**src/design/shift_register_chain_updater_assert.svh**
```systemverilog
// assertion macros for the shift register chain updater
`ifndef SHIFT_REGISTER_CHAIN_UPDATER_ASSERT_SVH
`define SHIFT_REGISTER_CHAIN_UPDATER_ASSERT_SVH

// same-cycle implication, checked outside reset
`define SRCU_ASSERT_NOW(label, ante, cons, msg) \
  label: assert property (@(posedge clk) disable iff (!rst_n) (ante) |-> (cons)) \
    else $error(msg);

// next-cycle implication, checked outside reset
`define SRCU_ASSERT_NEXT(label, ante, cons, msg) \
  label: assert property (@(posedge clk) disable iff (!rst_n) (ante) |=> (cons)) \
    else $error(msg);

`endif

```
**src/design/srcu_pkg.sv**
```systemverilog
// package: word types, controller state and control structs for the chain updater
package srcu_pkg;

  localparam int unsigned ByteW   = 8;
  localparam int unsigned ChainW  = 4 * ByteW;
  localparam int unsigned CntW    = 5;
  localparam logic [CntW-1:0] LastGroupTwo = CntW'(ChainW - 1);
  localparam logic [CntW-1:0] LastGroupOne = CntW'(ByteW - 1);

  typedef struct packed {
    logic [7:0] pll_bits;
    logic [4:0] filter_bits;
    logic [3:0] xtal_bits;
    logic [5:0] atten_bits;
    logic [2:0] led_bits;
  } srcu_in_t;

  typedef enum logic {
    KIND_CLOCK  = 1'b0,
    KIND_STROBE = 1'b1
  } srcu_kind_t;

  typedef struct packed {
    logic kind;
    logic data_bit;
    logic latch_one;
    logic latch_two;
    logic last;
  } srcu_out_t;

  typedef enum logic [1:0] {
    ST_IDLE,
    ST_SHIFT,
    ST_STROBE
  } srcu_state_t;

  typedef struct packed {
    logic load;
    logic emit_bit;
    logic emit_strobe;
  } srcu_cmd_t;

  typedef struct packed {
    logic slot_free;
    logic grp_two_chg;
  } srcu_stat_t;

endpackage

```
**src/design/srcu_dp.sv**
```systemverilog
// datapath: byte packing, change detect, chain shift register and output register
module srcu_dp (
  input  logic                clk,
  input  logic                rst_n,
  input  srcu_pkg::srcu_in_t  in_data,
  input  srcu_pkg::srcu_cmd_t cmd,
  output srcu_pkg::srcu_stat_t stat,
  output logic                out_valid,
  input  logic                out_stall,
  output srcu_pkg::srcu_out_t out_data
);

  logic [srcu_pkg::ByteW-1:0]  prev1_r, prev2_r, prev3_r, prev4_r;
  logic [srcu_pkg::ByteW-1:0]  b1, b2, b3, b4;
  logic [srcu_pkg::ChainW-1:0] chain_r, chain_nxt;
  logic                        le1, le2;
  logic                        le1_r, le2_r;
  logic                        out_valid_r, out_valid_nxt;
  srcu_pkg::srcu_out_t         out_r, out_nxt;

  assign b1 = in_data.pll_bits;
  assign b2 = {2'b00, in_data.filter_bits, in_data.led_bits[0]};
  assign b3 = {3'b000, in_data.xtal_bits, in_data.led_bits[1]};
  assign b4 = {1'b0, in_data.atten_bits, in_data.led_bits[2]};
  assign le1 = (b1 != prev1_r);
  assign le2 = (b2 != prev2_r) || (b3 != prev3_r) || (b4 != prev4_r);

  assign stat.slot_free   = !out_valid_r || !out_stall;
  assign stat.grp_two_chg = le2;

  // byte one goes out or is replaced by dummy zeros; group two leads when changed
  always_comb begin
    chain_nxt = chain_r;
    if (cmd.load) begin
      if (le2) begin
        chain_nxt = {b4, b3, b2, (le1 ? b1 : {srcu_pkg::ByteW{1'b0}})};
      end else begin
        chain_nxt = {(le1 ? b1 : {srcu_pkg::ByteW{1'b0}}),
                     {(srcu_pkg::ChainW - srcu_pkg::ByteW){1'b0}}};
      end
    end else if (cmd.emit_bit) begin
      chain_nxt = {chain_r[srcu_pkg::ChainW-2:0], 1'b0};
    end
  end

  always_comb begin
    out_nxt       = out_r;
    out_valid_nxt = out_valid_r && out_stall;
    if (cmd.emit_bit) begin
      out_nxt.kind      = srcu_pkg::KIND_CLOCK;
      out_nxt.data_bit  = chain_r[srcu_pkg::ChainW-1];
      out_nxt.latch_one = 1'b0;
      out_nxt.latch_two = 1'b0;
      out_nxt.last      = 1'b0;
      out_valid_nxt     = 1'b1;
    end else if (cmd.emit_strobe) begin
      out_nxt.kind      = srcu_pkg::KIND_STROBE;
      out_nxt.data_bit  = 1'b0;
      out_nxt.latch_one = le1_r;
      out_nxt.latch_two = le2_r;
      out_nxt.last      = 1'b1;
      out_valid_nxt     = 1'b1;
    end
  end

  always_ff @(posedge clk) begin
    if (!rst_n) begin
      prev1_r     <= '0;
      prev2_r     <= '0;
      prev3_r     <= '0;
      prev4_r     <= '0;
      out_valid_r <= 1'b0;
    end else begin
      out_valid_r <= out_valid_nxt;
      if (cmd.load) begin
        prev1_r <= b1;
        prev2_r <= b2;
        prev3_r <= b3;
        prev4_r <= b4;
      end
    end
  end

  always_ff @(posedge clk) begin
    chain_r <= chain_nxt;
    out_r   <= out_nxt;
    if (cmd.load) begin
      le1_r <= le1;
      le2_r <= le2;
    end
  end

  assign out_valid = out_valid_r;
  assign out_data  = out_r;

endmodule

```
**src/design/srcu_ctrl.sv**
```systemverilog
// controller: sequences the clock pulses and the final strobe of one update
module srcu_ctrl (
  input  logic                 clk,
  input  logic                 rst_n,
  input  logic                 in_valid,
  output logic                 in_stall,
  input  srcu_pkg::srcu_stat_t stat,
  output srcu_pkg::srcu_cmd_t  cmd
);

  srcu_pkg::srcu_state_t         state_r, state_nxt;
  logic [srcu_pkg::CntW-1:0]     cnt_r, cnt_nxt;

  always_comb begin
    state_nxt = state_r;
    cnt_nxt   = cnt_r;
    unique case (state_r)
      srcu_pkg::ST_IDLE: begin
        if (in_valid) begin
          state_nxt = srcu_pkg::ST_SHIFT;
          cnt_nxt   = stat.grp_two_chg ? srcu_pkg::LastGroupTwo : srcu_pkg::LastGroupOne;
        end
      end
      srcu_pkg::ST_SHIFT: begin
        if (stat.slot_free) begin
          if (cnt_r == '0) begin
            state_nxt = srcu_pkg::ST_STROBE;
          end else begin
            cnt_nxt = cnt_r - 1'b1;
          end
        end
      end
      srcu_pkg::ST_STROBE: begin
        if (stat.slot_free) begin
          state_nxt = srcu_pkg::ST_IDLE;
        end
      end
      default: state_nxt = srcu_pkg::ST_IDLE;
    endcase
  end

  always_comb begin
    cmd      = '0;
    in_stall = 1'b1;
    unique case (state_r)
      srcu_pkg::ST_IDLE: begin
        in_stall = 1'b0;
        cmd.load = in_valid;
      end
      srcu_pkg::ST_SHIFT:  cmd.emit_bit    = stat.slot_free;
      srcu_pkg::ST_STROBE: cmd.emit_strobe = stat.slot_free;
      default: in_stall = 1'b1;
    endcase
  end

  always_ff @(posedge clk) begin
    if (!rst_n) begin
      state_r <= srcu_pkg::ST_IDLE;
      cnt_r   <= '0;
    end else begin
      state_r <= state_nxt;
      cnt_r   <= cnt_nxt;
    end
  end

endmodule

```
**src/design/shift_register_chain_updater.sv**
```systemverilog
// Top level of the shift register chain updater.
// One input word carries the control bits of a chain of four 8-bit
// serial-in, parallel-out registers (latch group one: byte one; group two:
// bytes two to four). The block packs the bytes, compares them with the
// previous word and emits one output word per serial clock pulse, then one
// strobe word that names the groups to latch and carries last.
// Channels use valid/stall; a word moves when valid is high and stall low.
// An accepted word yields 9 output words (group two unchanged) or 33 words
// (group two changed). The input is taken in the idle state; the shift state
// then registers one clock pulse word per cycle while the receiver does not
// stall, and the strobe state registers the strobe word. The pulse sequencer
// handles one update at a time.
// A stall on the output holds the registered word and freezes the
// sequencer; in_stall stays high until the strobe word has been produced.
// Reset clears the stored bytes to zero, so the first word after reset
// counts as changed wherever a byte is nonzero.
`include "shift_register_chain_updater_assert.svh"

module shift_register_chain_updater (
  input  logic                clk,
  input  logic                rst_n,
  input  logic                in_valid,
  output logic                in_stall,
  input  srcu_pkg::srcu_in_t  in_data,
  output logic                out_valid,
  input  logic                out_stall,
  output srcu_pkg::srcu_out_t out_data
);

  srcu_pkg::srcu_cmd_t  cmd;
  srcu_pkg::srcu_stat_t stat;

  srcu_ctrl u_ctrl (
    .clk      (clk),
    .rst_n    (rst_n),
    .in_valid (in_valid),
    .in_stall (in_stall),
    .stat     (stat),
    .cmd      (cmd)
  );

  srcu_dp u_dp (
    .clk       (clk),
    .rst_n     (rst_n),
    .in_data   (in_data),
    .cmd       (cmd),
    .stat      (stat),
    .out_valid (out_valid),
    .out_stall (out_stall),
    .out_data  (out_data)
  );

  `SRCU_ASSERT_NOW(a_last_is_strobe, out_valid && out_data.last, out_data.kind, "last word is not a strobe")
  `SRCU_ASSERT_NOW(a_pulse_no_latch, out_valid && !out_data.kind, !out_data.latch_one && !out_data.latch_two && !out_data.last, "latch flags set on a clock pulse word")
  `SRCU_ASSERT_NEXT(a_busy_after_accept, in_valid && !in_stall, in_stall, "input taken while an update is in progress")
  `SRCU_ASSERT_NOW(a_one_command, 1'b1, $onehot0(cmd), "controller issued conflicting commands")

endmodule
```
**config.mk**
```make
export PLATFORM = sky130hd
export DESIGN_NAME = shift_register_chain_updater
export DESIGN_NICKNAME = d
export VERILOG_FILES = /design/src/design/srcu_pkg.sv /design/src/design/srcu_dp.sv /design/src/design/srcu_ctrl.sv /design/src/design/shift_register_chain_updater.sv
export VERILOG_INCLUDE_DIRS = /design/src /design/src/design
export SDC_FILE = /design/constraint.sdc
export NUM_CORES = 1
export LEC_CHECK = 0
export BUFFER_PORTS_ARGS = -buffer_cell sky130_fd_sc_hd__buf_2
export CORE_UTILIZATION = 62
export CTS_BUF_LIST = sky130_fd_sc_hd__clkbuf_8 sky130_fd_sc_hd__clkbuf_16
export DETAILED_ROUTE_END_ITERATION = 6
export PLACE_DENSITY = 0.84
export SYNTH_ARGS = -nofsm -noshare
export SYNTH_HDL_FRONTEND = slang
export SYNTH_SLANG_ARGS = --single-unit
```
**constraint.sdc**
```tcl
create_clock -name clk -period 8.2 [get_ports clk]
set_input_delay 0.82 -clock clk [delete_from_list [all_inputs] [get_ports clk]]
set_output_delay 0.82 -clock clk [all_outputs]
set_load 0.05 [all_outputs]
```
==> reports/results.txt <==
Finished layout cell area = 3550 um2
Syn_nets = 353
Avg Inst Size Synth = 9.83 um2
Synth Area in Simple Gates = 17.8%
Multi-input gate area = 1280 um2
Achievable frequency = 385 MHz
Clk_skew = 7.37 ps
Post-CTS Resized = 0
Largest family of logic cells by synthesized area = simple AND/OR/NAND/NOR gates
Area growth syn-to-layout = 12.2%
Post-layout worst setup margin = 5600 ps
PortBufs = 36
Worst Hold Class = register to register
Global placement routability congestion = 0.799
Layout cell share with drive strength beyond 1 = 16.0%
CTS Buf Count = 9
Area after DPL = 3370 um2
Worst slack at placement = 5460 ps
Mux cell area share after synthesis = 0%
Die X = 73.5 um
First drt pass iteration count = 4
Largest net degree at the start of global routing = 60
Final Critical Period = 2600 ps
CTS Buffer Depth = 2
Ports = 37
Wire per inst = 14.9 um
Post-Synth Adder-Cell Area = 0.395%
Die area = 5400 um2
Post-synthesis sequential area ratio = 56.6%
Final-stage net count = 383
CTS sink count = 72
Ant. Diodes = 0
All-Layer GR Usage = 26.1%
1st-iter DRT viols = 117
Grt ovf = 0
Initial Util = 65.7%
Worst path arrival time = 2680 ps
Routed WL = 6300 um
CP Launch Type = register
Max-cap violations = 0
Compound-Gate Fraction of Synth Area = 14.7%
Cell Area, Synth = 3170 um2
Die Y = 73.5 um
CP Capture Type = register
First-pass GRT wire length = 10,400 um
Unique masters post-synth = 36
Skew-Pair Late Insertion Delay = 350 ps
Pwr Density = 239 nW/um2
CP Max Fanout = 59
P_leak = 1.37 nW
Vias in the first global route = 2,297
Slew Limit Fails = 0
Xor and xnor area share after synthesis = 7.19%
Final Cycle Share = 31.7%
Synth Warn # = 0
Cts hold-fix bufs = 0
Final setup fails = 0
Clock root buffer = clkbuf_8
Initial antenna violation count = 0
Setup CP Type = register to register
Clk pin slew, worst setup/hold paths = 70 ps
Run status = finished clean
Measured slew at the worst slew-check pin = 1110 ps
DPL Wire Length = 4050 um
CTS tree = built
Final setup TNS = 0 ps
Filler cell count in the final layout = 372
Storage cell area = 1790 um2
Maximum vdd drop = 140 uV
RSZ-0062 raised after global routing = no
Number of synthesized register bits = 72
Number of remaining DRC errors = 0
Relative slew slack = 26.0%
Hold Fails Final Rpt = 0
Core Box Area = 4820 um2
Antenna Nets Post-Route = 0
Cells after Synth = 322
H-tree depth = 3
Via Count = 2,457
Core Rows = 25
Via-per-instance ratio = 5.79
Postcts setup bufs = 0
Worst path required time = 8290 ps
[power by group]
group          leakage [nW]  switching [W]  internal, W  total, W
Clock                 0.101       0.000126     0.000132  0.000258
Sequential            0.655      0.0000207     0.000433  0.000454
Combinational         0.610      0.0000897    0.0000477  0.000137
[cell usage in the layout (no fill, tap or decap), types with 2 or more instances in the layout]
| cell type | instances |
|---|---|
| buf_2 | 36 |
| nand2_1 | 81 |
| a21oi_1 | 31 |
| nand3_1 | 4 |
| o21ai_0 | 21 |
| clkbuf_8 | 12 |
| o211ai_1 | 7 |
| a311oi_1 | 2 |
| and2_1 | 6 |
| nand4_1 | 11 |
| a32o_1 | 6 |
| and3_1 | 2 |
| xnor2_1 | 16 |
| dfxtp_1 | 37 |
| edfxtp_1 | 35 |
| nor2b_1 | 4 |
| inv_1 | 7 |
| xor2_1 | 10 |
| a31oi_1 | 3 |
| nor4_1 | 3 |
| nor2_1 | 5 |
[Yosys cell counts]
cell type  count  area [um2]
nor2_1         5        18.8
ha_1           1        12.5
dfxtp_1       37         741
clkbuf_1      11        41.3
o21ai_0       21         105
a311oi_1       2        17.5
o211ai_1       7        52.6
nor2b_1        4        25.0
xnor2_1       16         140
nor4b_1        1        8.76
inv_4          1        6.26
o22ai_1        1        6.26
and2_1         6        37.5
a221oi_2       1        15.0
buf_4          2        15.0
nand2_1       81         304
a32oi_1        1        8.76
a32o_1         6        60.1
a31oi_1        3        18.8
and2_4         1        8.76
o21ai_1        1        5.00
nand2b_1       1        6.26
xor2_1        10        87.6
nor4_1         3        18.8
buf_2          5        25.0
a21oi_1       32         160
nand4_1       11        68.8
nor3b_1        1        7.51
nor3_4         1        16.3
o21a_1         1        7.51
inv_1          5        18.8
nand3_1        4        20.0
edfxtp_1      35        1050
nor3_2         1        10.0
o21bai_1       1        7.51
and3_1         2        12.5
[logic make-up (layout without fill, tap and decap cells)]
kind of cell             after synthesis  count (layout)
AO/OA/AOI/OAI                         77              77
AND/OR/NAND/NOR                      122             122
buffers and inverters                 24              59
adder cells (fa/ha/maj)                1               1
XOR/XNOR                              26              26
flip-flops                            72              72
[routing by layer]
layer  GRT usage, %  up-vias  part of all wire (%)
li1               -     1202                     -
met1           33.5     1168                    44
met2           40.4       72                    49
met3           9.33       15                   5.1
met4           10.5        0                   1.9
met5              0        -                     0
[cell type report]
class,count,area share (%)
clock buffer,12,4.65
clock inverter,4,0.564
inverter,6,0.704
multi-input combinational,226,36.0
sequential,72,50.4
tap,67,2.36
timing repair buffer,37,5.28
[final timing paths]
check,slack [ps],endpoint,cells after the start,startpoint
worst max-delay path,5600,u_dp.chain_r[26],6,u_ctrl.state_r[0]
worst max register to register,5600,u_dp.chain_r[26],6,u_ctrl.state_r[0]
worst min register to register,470,u_dp.prev2_r[3],2,u_dp.prev2_r[3]
worst min-delay path,470,u_dp.prev2_r[3],2,u_dp.prev2_r[3]
[through the flow]
step	util, %	hold WS [ps]	power, W	cells
finish	73.7	470	0.000849	424
global route	73.7	494	0.000889	424
CTS	73.7	472	0.000853	424
detailed placement	69.9	460	0.000597	408
global placement	69.9	453	0.000592	408
floorplan	-	444	0.000559	322
[sequential cells by signal, summed over array words and instances (netlist names)]
signal          flops
u_dp.chain_r       32
u_dp.prev1_r        8
u_dp.prev4_r        7
u_dp.prev2_r        6
u_ctrl.cnt_r        5
u_dp.prev3_r        5
u_dp.out_data       4
u_ctrl.state_r      2
u_dp.le1_r          1
u_dp.le2_r          1
u_dp.out_valid      1
[worst max-delay path, cell delays in order (launching register included)]
cell	delay, ps
dfxtp_1	580
nor2_1	130
nand2_1	110
buf_4	460
inv_1	600
nand2_1	280
o211ai_1	120
Note: power is estimated with default switching activity, not from simulation.
